===== src/rtl/mzp_pkg.sv =====
`timescale 1ns / 1ps
`default_nettype none

package mzp_pkg;

	localparam int MAX_CELLS      = 64;
	localparam int LINKS_PER_CELL = 4;
	localparam int INPUT_LINKS    = 4;

	localparam int CELL_W  = $clog2(MAX_CELLS);
	localparam int CNT_W   = $clog2(MAX_CELLS + 1);
	localparam int LINK_W  = 7;
	localparam int CFG_W   = 7;
	localparam int LIDX_W  = (LINKS_PER_CELL > 1) ? $clog2(LINKS_PER_CELL) : 1;
	localparam int ENTRY_W = LINKS_PER_CELL * LINK_W;

	localparam logic [LINK_W-1:0] LINK_NONE = '1;
	localparam logic [CFG_W-1:0]  NUM_CELLS_RESET = CFG_W'(MAX_CELLS);

	localparam logic FUNC_LOAD  = 1'b0;
	localparam logic FUNC_SOLVE = 1'b1;

	localparam logic STATUS_PATH  = 1'b0;
	localparam logic STATUS_NONE  = 1'b1;

	typedef enum logic [6:0] {
		S_IDLE    = 7'b0000001,
		S_LOOK    = 7'b0000010,
		S_SCAN    = 7'b0000100,
		S_POP     = 7'b0001000,
		S_EMIT_RD = 7'b0010000,
		S_EMIT_WR = 7'b0100000,
		S_FAIL    = 7'b1000000
	} state_t;

	typedef struct packed {
		logic              ok;
		logic [CELL_W-1:0] dest;
	} link_chk_t;

endpackage

`default_nettype wire


===== src/rtl/mzp_ram.sv =====
`timescale 1ns / 1ps
`default_nettype none

module mzp_ram #(
	parameter int WIDTH = 8,
	parameter int DEPTH = 64
) (
	input  wire logic                     clk,
	input  wire logic                     we,
	input  wire logic [$clog2(DEPTH)-1:0] waddr,
	input  wire logic [WIDTH-1:0]         wdata,
	input  wire logic                     re,
	input  wire logic [$clog2(DEPTH)-1:0] raddr,
	output logic      [WIDTH-1:0]         rdata
);

	logic [WIDTH-1:0] mem_q [DEPTH];

	always_ff @(posedge clk) begin
		if (we) begin
			mem_q[waddr] <= wdata;
		end
		if (re) begin
			rdata <= mem_q[raddr];
		end
	end

endmodule

`default_nettype wire


===== src/rtl/mzp_link_chk.sv =====
`timescale 1ns / 1ps
`default_nettype none

module mzp_link_chk
	import mzp_pkg::*;
(
	input  wire logic [LINK_W-1:0]    link,
	input  wire logic [CNT_W-1:0]     n_eff,
	input  wire logic [MAX_CELLS-1:0] visited,
	output link_chk_t                 res
);

	logic [CELL_W-1:0] nb_cell;
	logic              in_range;

	always_comb begin
		nb_cell  = CELL_W'(link[LINK_W-2:0]);
		// range check on the full field, before any narrowing
		in_range = !link[LINK_W-1] && (CNT_W'(link[LINK_W-2:0]) < n_eff);
		res.dest = nb_cell;
		res.ok   = in_range && !visited[nb_cell];
	end

endmodule

`default_nettype wire


===== src/rtl/maze_path_dfs_solver.sv =====
`timescale 1ns / 1ps
`default_nettype none
// Load transfer: accepted while idle, no result.
// Solve transfer: input stalls while the search runs; each forward step tries links one at a
// time through the one link checker, each backtrack adds a stack read, then each path cell is
// read back from the stack for output, all limited by the one read port of each memory.
// Reset (arst_n low): sequencer idle, output empty, num_cells 64, visited map clear;
// link table and stack contents stay undefined until written.

module maze_path_dfs_solver
	import mzp_pkg::*;
(
	input  wire logic             clk,
	input  wire logic             arst_n,
	input  wire logic             cfg_wr_en,
	input  wire logic [CFG_W-1:0] cfg_wr_data,    // num_cells
	input  wire logic             s_axis_tvalid,
	output logic                  s_axis_tready,
	input  wire logic [39:0]      s_axis_tdata,   // cell_index, link_zero .. link_three, pad
	input  wire logic             s_axis_tuser,   // func
	output logic                  m_axis_tvalid,
	input  wire logic             m_axis_tready,
	output logic      [7:0]       m_axis_tdata,   // path_cell, pad
	output logic                  m_axis_tuser,   // status
	output logic                  m_axis_tlast    // last
);

	state_t               state_q;
	logic [CFG_W-1:0]     num_cells_q;
	logic [MAX_CELLS-1:0] visited_q;
	logic [CNT_W-1:0]     depth_q;
	logic [CELL_W-1:0]    top_q;
	logic [LIDX_W-1:0]    lidx_q;
	logic [CELL_W-1:0]    emit_idx_q;
	logic                 out_valid_q;
	logic [5:0]           out_cell_q;
	logic                 out_status_q;
	logic                 out_last_q;

	logic [CNT_W-1:0]     n_eff;
	logic [CELL_W-1:0]    goal;
	logic                 in_xfer;
	logic                 out_free;
	logic                 out_load;
	logic [5:0]           in_cell;
	logic [LINK_W-1:0]    in_links [INPUT_LINKS];
	logic [ENTRY_W-1:0]   entry_wdata;
	logic                 link_we;
	logic                 link_re;
	logic [ENTRY_W-1:0]   link_rdata;
	logic [LINK_W-1:0]    cur_link;
	link_chk_t            chk;
	logic                 scan_end;
	logic                 push;
	logic                 stk_we;
	logic [CELL_W-1:0]    stk_waddr;
	logic [CELL_W-1:0]    stk_wdata;
	logic                 stk_re;
	logic [CELL_W-1:0]    stk_raddr;
	logic [CELL_W-1:0]    stk_rdata;
	logic [CNT_W-1:0]     depth_m2;

	always_comb begin
		if (num_cells_q == '0) begin
			n_eff = CNT_W'(1);
		end else if (CNT_W'(num_cells_q) > CNT_W'(MAX_CELLS)) begin
			n_eff = CNT_W'(MAX_CELLS);
		end else begin
			n_eff = CNT_W'(num_cells_q);
		end
		goal = CELL_W'(n_eff - CNT_W'(1));
	end

	assign s_axis_tready = (state_q == S_IDLE);
	assign in_xfer       = s_axis_tvalid && s_axis_tready;
	assign out_free      = !out_valid_q || m_axis_tready;
	assign out_load      = ((state_q == S_EMIT_WR) || (state_q == S_FAIL)) && out_free;

	assign in_cell     = s_axis_tdata[5:0];
	assign in_links[0] = s_axis_tdata[12:6];
	assign in_links[1] = s_axis_tdata[19:13];
	assign in_links[2] = s_axis_tdata[26:20];
	assign in_links[3] = s_axis_tdata[33:27];

	always_comb begin
		for (int i = 0; i < LINKS_PER_CELL; i++) begin
			if (i < INPUT_LINKS) begin
				entry_wdata[i*LINK_W +: LINK_W] = in_links[i];
			end else begin
				entry_wdata[i*LINK_W +: LINK_W] = LINK_NONE;
			end
		end
	end

	// drop loads beyond the cells in use
	assign link_we = in_xfer && (s_axis_tuser == FUNC_LOAD) && (CNT_W'(in_cell) < n_eff);
	assign link_re = (state_q == S_LOOK) && (top_q != goal);

	mzp_ram #(
		.WIDTH(ENTRY_W),
		.DEPTH(MAX_CELLS)
	) u_link_ram (
		.clk  (clk),
		.we   (link_we),
		.waddr(CELL_W'(in_cell)),
		.wdata(entry_wdata),
		.re   (link_re),
		.raddr(top_q),
		.rdata(link_rdata)
	);

	assign cur_link = link_rdata[lidx_q*LINK_W +: LINK_W];

	mzp_link_chk u_chk (
		.link   (cur_link),
		.n_eff  (n_eff),
		.visited(visited_q),
		.res    (chk)
	);

	assign scan_end = (lidx_q == LIDX_W'(LINKS_PER_CELL - 1));
	assign push     = (state_q == S_SCAN) && chk.ok;
	assign depth_m2 = depth_q - CNT_W'(2);

	always_comb begin
		stk_we    = 1'b0;
		stk_waddr = '0;
		stk_wdata = '0;
		if (in_xfer && (s_axis_tuser == FUNC_SOLVE)) begin
			stk_we = 1'b1;
		end else if (push && (depth_q < CNT_W'(MAX_CELLS))) begin
			stk_we    = 1'b1;
			stk_waddr = depth_q[CELL_W-1:0];
			stk_wdata = chk.dest;
		end
	end

	always_comb begin
		stk_re    = 1'b0;
		stk_raddr = emit_idx_q;
		if (state_q == S_EMIT_RD) begin
			stk_re = 1'b1;
		end else if ((state_q == S_SCAN) && !chk.ok && scan_end) begin
			// fetch the cell under the top ahead of the pop
			stk_re    = 1'b1;
			stk_raddr = depth_m2[CELL_W-1:0];
		end
	end

	mzp_ram #(
		.WIDTH(CELL_W),
		.DEPTH(MAX_CELLS)
	) u_stack_ram (
		.clk  (clk),
		.we   (stk_we),
		.waddr(stk_waddr),
		.wdata(stk_wdata),
		.re   (stk_re),
		.raddr(stk_raddr),
		.rdata(stk_rdata)
	);

	always_ff @(posedge clk or negedge arst_n) begin
		if (!arst_n) begin
			num_cells_q <= NUM_CELLS_RESET;
		end else if (cfg_wr_en) begin
			num_cells_q <= cfg_wr_data;
		end
	end

	always_ff @(posedge clk or negedge arst_n) begin
		if (!arst_n) begin
			state_q      <= S_IDLE;
			visited_q    <= '0;
			depth_q      <= '0;
			top_q        <= '0;
			lidx_q       <= '0;
			emit_idx_q   <= '0;
			out_valid_q  <= 1'b0;
			out_cell_q   <= '0;
			out_status_q <= STATUS_PATH;
			out_last_q   <= 1'b0;
		end else begin
			if (out_load) begin
				out_valid_q <= 1'b1;
			end else if (m_axis_tready) begin
				out_valid_q <= 1'b0;
			end
			case (state_q)
				S_IDLE: begin
					if (in_xfer && (s_axis_tuser == FUNC_SOLVE)) begin
						visited_q <= MAX_CELLS'(1);
						depth_q   <= CNT_W'(1);
						top_q     <= '0;
						state_q   <= S_LOOK;
					end
				end
				S_LOOK: begin
					lidx_q <= '0;
					if (top_q == goal) begin
						emit_idx_q <= '0;
						state_q    <= S_EMIT_RD;
					end else begin
						state_q <= S_SCAN;
					end
				end
				S_SCAN: begin
					if (chk.ok) begin
						visited_q[chk.dest] <= 1'b1;
						if (depth_q < CNT_W'(MAX_CELLS)) begin
							depth_q <= depth_q + CNT_W'(1);
						end
						top_q   <= chk.dest;
						state_q <= S_LOOK;
					end else if (scan_end) begin
						depth_q <= depth_q - CNT_W'(1);
						if (depth_q == CNT_W'(1)) begin
							state_q <= S_FAIL;
						end else begin
							state_q <= S_POP;
						end
					end else begin
						lidx_q <= lidx_q + LIDX_W'(1);
					end
				end
				S_POP: begin
					top_q   <= stk_rdata;
					state_q <= S_LOOK;
				end
				S_EMIT_RD: begin
					state_q <= S_EMIT_WR;
				end
				S_EMIT_WR: begin
					if (out_free) begin
						out_status_q <= STATUS_PATH;
						out_cell_q   <= 6'(stk_rdata);
						out_last_q   <= (CNT_W'(emit_idx_q) + CNT_W'(1) == depth_q);
						if (CNT_W'(emit_idx_q) + CNT_W'(1) == depth_q) begin
							state_q <= S_IDLE;
						end else begin
							emit_idx_q <= emit_idx_q + CELL_W'(1);
							state_q    <= S_EMIT_RD;
						end
					end
				end
				S_FAIL: begin
					if (out_free) begin
						out_status_q <= STATUS_NONE;
						out_cell_q   <= '0;
						out_last_q   <= 1'b1;
						state_q      <= S_IDLE;
					end
				end
				default: begin
					state_q <= S_IDLE;
				end
			endcase
		end
	end

	assign m_axis_tvalid = out_valid_q;
	assign m_axis_tdata  = {2'b00, out_cell_q};
	assign m_axis_tuser  = out_status_q;
	assign m_axis_tlast  = out_last_q;

endmodule

`default_nettype wire


===== config.mk =====
export PLATFORM = sky130hd
export DESIGN_NAME = maze_path_dfs_solver
export DESIGN_NICKNAME = d
export VERILOG_FILES = /design/src/rtl/mzp_pkg.sv /design/src/rtl/mzp_ram.sv /design/src/rtl/mzp_link_chk.sv /design/src/rtl/maze_path_dfs_solver.sv
export SDC_FILE = /design/constraint.sdc
export NUM_CORES = 2
export LEC_CHECK = 0
export BUFFER_PORTS_ARGS = -buffer_cell sky130_fd_sc_hd__buf_2
export CAP_MARGIN = 20
export CORE_UTILIZATION = 50
export DETAILED_ROUTE_END_ITERATION = 12
export GPL_TIMING_DRIVEN = 0
export PLACE_DENSITY = 0.69
export SETUP_SLACK_MARGIN = 0.3
export SLEW_MARGIN = 40
export SYNTH_ARGS = -nofsm -noshare
export SYNTH_HDL_FRONTEND = slang
export SYNTH_SLANG_ARGS = --single-unit

===== constraint.sdc =====
create_clock -name clk -period 6.7 [get_ports clk]
set_input_delay 1.34 -clock clk [delete_from_list [all_inputs] [get_ports clk]]
set_output_delay 1.34 -clock clk [all_outputs]
set_load 0.05 [all_outputs]

======== Yosys cells after proc, flatten, opt, wreduce, memory -nomap -nowiden ========
Memories as Yosys holds them, arrays and structs flattened. A register that Yosys moved wholly into a read port is not among the register bits.
Cells that the tools add are included.
word-level totals
  flip-flop bits (word level) ............. 108
  input bits .............................. 53
  output and inout bits ................... 12
  memory bits (writable) .................. 2176
  memories kept ........................... 2
memory list
  memory             depth  bits a word  rd ports  clocked after Yosys merged registers in  wr ports  line           source
  u_link_ram.mem_q   64     28           1         1                                        1         mzp_ram.sv:17  logic [WIDTH-1:0] mem_q [DEPTH];
  u_stack_ram.mem_q  64     6            1         1                                        1         mzp_ram.sv:17
cells by class
  multipliers ............................. 1
  add/sub/neg operators ................... 7
  equal/unequal tests ..................... 22
  bitwise logic cells ..................... 2
  shift-type cells ........................ 1
  muxes and demuxes ....................... 57
  reduce and logical (&&, ||, !) cells .... 33
  magnitude comparators ................... 6
operator list
  kind                                                             count
  64-bit 2-to-1 mux                                                2
  64-bit case mux with 2 select lines                              1
  7-bit 2-to-1 mux                                                 12
  6-bit 2-to-1 mux                                                 13
  64-bit bitwise OR                                                1
  7-bit case mux with 7 select lines                               1
  28-bit by 6-bit indexed part select with 7-bit output            1
  6-bit case mux with 2 select lines                               2
  6-bit case mux with 3 select lines                               1
  1-bit 2-to-1 mux                                                 15
  7-bit by 1-bit == test with 1-bit output, second input constant  2
  6-bit by 7-bit < comparator with 1-bit output                    2
  7-bit case mux with 2 select lines                               1
  1-bit logical AND                                                13
  2-bit != test, second input constant                             6
  3-bit AND reduction                                              4
  4-bit AND reduction                                              3
  5-bit 2-to-1 mux                                                 2
  2-bit nonzero test                                               5
  6-bit by 1-bit adder with 7-bit output, second input constant    1
  7-bit by 1-bit adder with 7-bit output, second input constant    1
  7-bit by 2-bit == test with 1-bit output, second input constant  1
  7-bit by 3-bit == test with 1-bit output, second input constant  1
  7-bit by 4-bit == test with 1-bit output, second input constant  1
  other kinds (30)                                                 37

======== Depth between registers and ports, before layout ========
  depth in word-level cells ............... 12
  depth in mapped cells ................... 23
  gate-level depth less buffers ........... 16

======== Cells and area by module ========
A second synthesis with hierarchy kept.
unflattened totals
  cells, all modules ...................... 4511
  area total of the unflattened synthesis .. 91217.5 sq um
by module, submodules not included
  module                 area an instance (sq um)  cells each  times used
  mzp_ram (u_link_ram)   69469.1                   3105        1
  mzp_ram (u_stack_ram)  15285.9                   720         1
  maze_path_dfs_solver   5734.2                    618         1
  mzp_link_chk           728.2                     68          1

======== Worst setup path before layout ========
OpenSTA, ideal clock, no wires.
  path kind ............................... register -> register
  start point ............................. reg lidx_q[0]
  end point ............................... mem u_stack_ram.mem_q[0][0] (netlist name) (data pin)
  arrival time ............................ 4834 ps
  library setup time ...................... 500 ps
  path slack .............................. 1366 ps
  clock period less this slack ............ 5334 ps
  stages on the path, launching flop included .. 15
  required time ........................... 6200 ps
  path through ............................ dfrtp_1 > buf_6 > buf_2 > mux4_2 > buf_2 > clkbuf_1 > ha_1 > a21o_1 > a21oi_1 > o211a_1 > nand4_1 > nor3_1 > buf_2 > nand3_1 > nor2_1
between the ends
  longest elaborated chain between the ends .. 10
  elaborated cells between the ends (all ways) .. 13
ends and longest elaborated chain
  element                                                    line                         source
  from (decl)                                                maze_path_dfs_solver.sv:33   logic [LIDX_W-1:0] lidx_q;
  from (signal assigned)                                     maze_path_dfs_solver.sv:223  lidx_q <= lidx_q + LIDX_W'(1);
  2-bit by 3-bit multiplier with 5-bit output (*)            maze_path_dfs_solver.sv:112  assign cur_link = link_rdata[lidx_q*LINK_W +: LINK_W];
  28-bit by 6-bit indexed part select with 7-bit output (*)  maze_path_dfs_solver.sv:112
  1-bit binary-select mux with 6-bit select                  mzp_link_chk.sv:21           res.ok = in_range && !visited[nb_cell];
  1-bit 2-to-1 mux (not written as such)                     mzp_link_chk.sv:21
  1-bit logical NOT                                          mzp_link_chk.sv:21
  1-bit logical AND                                          mzp_link_chk.sv:21
  1-bit logical AND                                          maze_path_dfs_solver.sv:122  assign push = (state_q == S_SCAN) && chk.ok;
  1-bit logical AND                                          maze_path_dfs_solver.sv:131  end else if (push && (depth_q < CNT_W'(MAX_CELLS))) begin
  6-bit 2-to-1 mux (*)                                       maze_path_dfs_solver.sv:131
  6-bit 2-to-1 mux (*)                                       maze_path_dfs_solver.sv:129  if (in_xfer && (s_axis_tuser == FUNC_SOLVE)) begin
  via stk_wdata[0]                                           maze_path_dfs_solver.sv:57   logic [CELL_W-1:0] stk_wdata;
  to (decl)                                                  mzp_ram.sv:17
Mark *: on every way through the listed nets, which the timed path passes. The rest lies on a longest branch. The select of a mux whose other input is x is not followed.

======== Worst setup path after layout ========
  start point ............................. reg lidx_q[0]
  end point ............................... reg u_stack_ram.rdata[3] (read register of u_stack_ram.mem_q) (data pin)
between the ends
  longest elaborated chain between the ends .. 11
  elaborated cells between the ends (all ways) .. 17
ends and longest elaborated chain
  element                                                line                         source
  2-bit by 3-bit multiplier with 5-bit output            maze_path_dfs_solver.sv:112
  28-bit by 6-bit indexed part select with 7-bit output  maze_path_dfs_solver.sv:112
  1-bit binary-select mux with 6-bit select              mzp_link_chk.sv:21
  1-bit 2-to-1 mux (not written as such)                 mzp_link_chk.sv:21
  1-bit logical NOT                                      mzp_link_chk.sv:21
  1-bit logical AND                                      mzp_link_chk.sv:21
  1-bit logical NOT                                      maze_path_dfs_solver.sv:143  end else if ((state_q == S_SCAN) && !chk.ok && scan_end) begin
  1-bit logical AND                                      maze_path_dfs_solver.sv:143
  1-bit logical AND (*)                                  maze_path_dfs_solver.sv:143
  6-bit 2-to-1 mux or 1-bit 2-to-1 mux (tied branches)   maze_path_dfs_solver.sv:143
  6-bit 2-to-1 mux or 1-bit 2-to-1 mux (tied branches)   maze_path_dfs_solver.sv:141  if (state_q == S_EMIT_RD) begin
  to (decl)                                              mzp_ram.sv:14                output logic [WIDTH-1:0] rdata
Mark *: on every way between the ends. The rest lies on a longest branch, timed or not. The select of a mux whose other input is x is not followed.
A chain may end at the register's enable or synchronous reset.

==> run_results.csv <==
group,metric,value,unit
synth,synth_fa_ha_area_share,0.2624,%
clocking,clkTransAtPathRegs,0.07,ns
sta,fmax,0.1605,GHz
power_and_ir_drop,p_leak,33.20,nW
status,status,"completed",
die,core,0.1792,mm²
drt,viasPerCell,6.319,
sta,slew_headroom,37.56,%
layout,multi_input_area,0.02111,mm²
sta,maxSlewViolCount,0,
die,die_width,427.7,µm
synth,syn_inst,4218,
clocking,cts_buffer_depth,3,
synth,ys_warn_count,0,
grt,overflow,0,
sta,min_period_over_period,93.02,%
synth,yosys.area_share.simple,2.530,%
sta,finalSetupViolCount,0,
layout,nNetsFinal,4703,
layout,instances_no_fill,7177,
synth,synth_area_leaders,"edfxtp_1, mux4_2, dfrtp_1, mux2i_1, nor2_1",
clocking,cts-root-buf,"clkbuf_16",
die,start_util,50.57,%
synth,synth_top_family_by_area,"multiplexers",
synth,avgSynthCellArea,21.48,µm²
drt,wl_per_cell,31.82,µm
layout,area_growth,15.79,%
synth,seq_area_frac_synth,76.22,%
layout,layout-drive-gt1-share,28.68,%
layout,fin_area,0.1049,mm²
sta,finalWorstPathRequiredPeriod,6.232,ns
grt,antenna_found_initial,14,
die,rows,155,
sta,tightest_slew,0.9331,ns
grt,use_met2,39.62,%
power_and_ir_drop,power.density,327.0,mW/mm²
grt,grt_use_total,25.23,%
placed_design,dp_hpwl,151600,µm
layout,most-common-layout-cells,"edfxtp_1, mux4_2, clkbuf_16",
drt,antenna_left,0,
setup_path,crit_arrival,6.90,ns
worst_hold_path,hold_path.class,"input port to async pin",
synth,synth-edff-count,2210,
placed_design,dp_slack,0.1104,ns
sta,finClkSkew,0.08996,ns
sta,hold_viol,0,
sta,rsz0062_at_grt,"no",
power_and_ir_drop,vdd_drop_max,259.2,µV
grt,grtUsageMet3,5.475,%
layout,final_common_cell,"edfxtp_1",
placed_design,placed_area,0.09735,mm²
synth,synth_top_cell_by_area,"edfxtp_1",
clocking,cts.sinks,2318,
drt,num_vias,45350,
layout,fin_util,58.55,%
setup_path,crit_path_end_kind,"flip-flop",
setup_path,setup.worst_path.start_class,"flip-flop",
grt,grt_max_degree,65,
setup_path,cp.required,7.37,ns
die,ioPinCount,65,
synth,yosysUniqueCellTypes,70,
grt,use_met1,34.50,%
setup_path,crit_fanout,10,
placed_design,dp_cells,6756,
run,cap_violations,0,
setup_path,critPathKind,"flip-flop to flip-flop",
placed_design,gp_congestion,0.8685,
clocking,holdBufCountCts,0,
synth,synth-xor-area-share,0.2030,%
sta,layout_setup_ws,0.4680,ns
die,dieArea,0.1829,mm²
synth,synthMuxAreaShare,17.43,%
clocking,cts_buffers,219,
clocking,clk_latency,0.88,ns
clocking,cts_tree,"done",
synth,synthArstFlopShare,4.659,%
synth,mappedNetlistArea,0.09061,mm²
synth,synth-seq-cells,2318,
synth,synth_compound_area_share,2.128,%
drt,first_pass_iters,8,
synth,ys.flop_type,"edfxtp_1",
placed_design,port_buffers,55,
drt,drt_wl_total,228400,µm
layout,seq_area,0.06907,mm²
grt,grt_first_pass_wirelength,326000,µm
drt,drtIter0Drc,6197,
layout,nFillCells,12570,
power_and_ir_drop,power,34.31,mW
clocking,h-tree-depth,4,
grt,busiest_layer,"met2",
die,die_h,427.7,µm
synth,synth.top_cell.area_share,73.24,%
grt,grt_pass1_vias,45400,
drt,drc_errors,0,
[critical path, cell delays in order, from the launching register on]
cell,delay [ns]
dfrtp_1,0.37
buf_6,0.15
buf_2,0.24
mux4_2,0.64
buf_2,0.25
clkbuf_2,0.26
ha_1,0.35
a21o_1,0.20
a21oi_1,0.16
o211a_1,0.21
nand4_1,0.19
or3_1,0.38
buf_2,0.17
a211oi_4,0.30
buf_4,0.21
buf_6,0.17
buf_6,0.21
buf_4,0.28
mux2i_1,0.11
a222oi_1,0.48
nand2_1,0.20
a31oi_1,0.19
a32o_1,0.31
[logic make-up (layout without fill, tap and decap cells)]
family	count (synthesis)	in the layout
buffers and inverters	252	849
adder cells (fa/ha/maj)	19	19
AND/OR/NAND/NOR	490	490
AO/OA/AOI/OAI	287	287
flip-flops	2318	2318
multiplexers	830	830
other	1	8
XOR/XNOR	21	21
[per-layer routing]
layer,share of wire (%),wire (µm)
met5,0.053,122
met4,4.4,9935
met3,9.5,21650
met2,48,109200
met1,38,87450
[stage by stage]
stage / hold WS [ns] / setup TNS, ns
after global routing: 0.3816 / 0
after global placement: 0.4476 / -1740.22
after floorplan: 0.4271 / 0
final: 0.3768 / 0
after CTS: 0.3436 / 0
after detailed placement: 0.4522 / 0
[area by class of cell]
cell class                      count  share of cell area [%]
Inverter                           16                 0.05724
Clock inverter                    141                   1.544
Buffer                            236                   1.105
Timing Repair Buffer              191                   3.103
Sequential cell                  2318                   65.83
Antenna cell                        6                 0.01431
Clock buffer                      265                   5.426
Tap cell                         2355                   2.808
Multi-Input combinational cell   1649                   20.11
[cells in the mapped netlist (6+ instances only)]
| cell | number |
|---|---|
| nor2_1 | 240 |
| buf_6 | 11 |
| clkbuf_1 | 113 |
| o22ai_1 | 22 |
| nor4b_1 | 6 |
| a22oi_1 | 16 |
| o31ai_1 | 6 |
| nor3_1 | 12 |
| nand4_1 | 8 |
| inv_1 | 14 |
| nand2_1 | 79 |
| mux2i_1 | 214 |
| a222oi_1 | 23 |
| and2_1 | 8 |
| nand2b_1 | 13 |
| a32o_1 | 6 |
| o21ai_0 | 32 |
| xor2_1 | 10 |
| buf_4 | 15 |
| nor2b_1 | 20 |
| o211ai_1 | 9 |
| ha_1 | 19 |
| buf_1 | 78 |
| mux4_2 | 596 |
| mux2_2 | 19 |
| a21oi_1 | 97 |
| nand3_1 | 34 |
| xnor2_1 | 11 |
| or4_1 | 7 |
| or3_1 | 6 |
| or2_2 | 6 |
| dfrtp_1 | 106 |
| a22o_1 | 6 |
| nor4_1 | 6 |
| and3_1 | 15 |
| a211oi_1 | 25 |
| nand3b_1 | 13 |
| buf_2 | 19 |
| a211o_1 | 7 |
| a31oi_1 | 8 |
| edfxtp_1 | 2210 |
[flip-flops by register name, summed over array words and instances, names as in the netlist, 6 cells and up]
name / flops
emit_idx_q: 6
u_link_ram.mem_q: 1792
visited_q: 64
u_stack_ram.mem_q: 384
u_link_ram.rdata: 28
depth_q: 7
top_q: 6
out_cell_q: 6
state_q: 7
num_cells_q: 7
u_stack_ram.rdata: 6
[worst paths after layout]
kind	startpoint	to	cells after the start	slack (ns)
worst min-delay path	arst_n	emit_idx_q[1]	1	0.38
worst min register to register	visited_q[0]	visited_q[0]	1	0.46
min in group clk	visited_q[0]	visited_q[0]	1	0.46
worst max-delay path	lidx_q[0]	u_stack_ram.rdata[3]	22	0.47
worst max register to register	lidx_q[0]	u_stack_ram.rdata[3]	22	0.47
max in group asynchronous	arst_n	state_q[0]	2	5.63
[report_power, final]
group	leakage (nW)	switching [mW]	internal [mW]	total, mW
clock network	3.54	5.46	7.14	12.6
registers	20.8	0.164	16.1	16.2
logic	8.87	3.46	2.01	5.47
[timing repair]
item,4_1_cts,5_1_grt
pin swaps,0,2
endpoints found under the hold margin,0,0
cloned,0,0
resized for setup,5,32
endpoints found under the setup margin,75,156
buffers inserted,0,4
No activity file was read; power rests on OpenSTA's default activity.
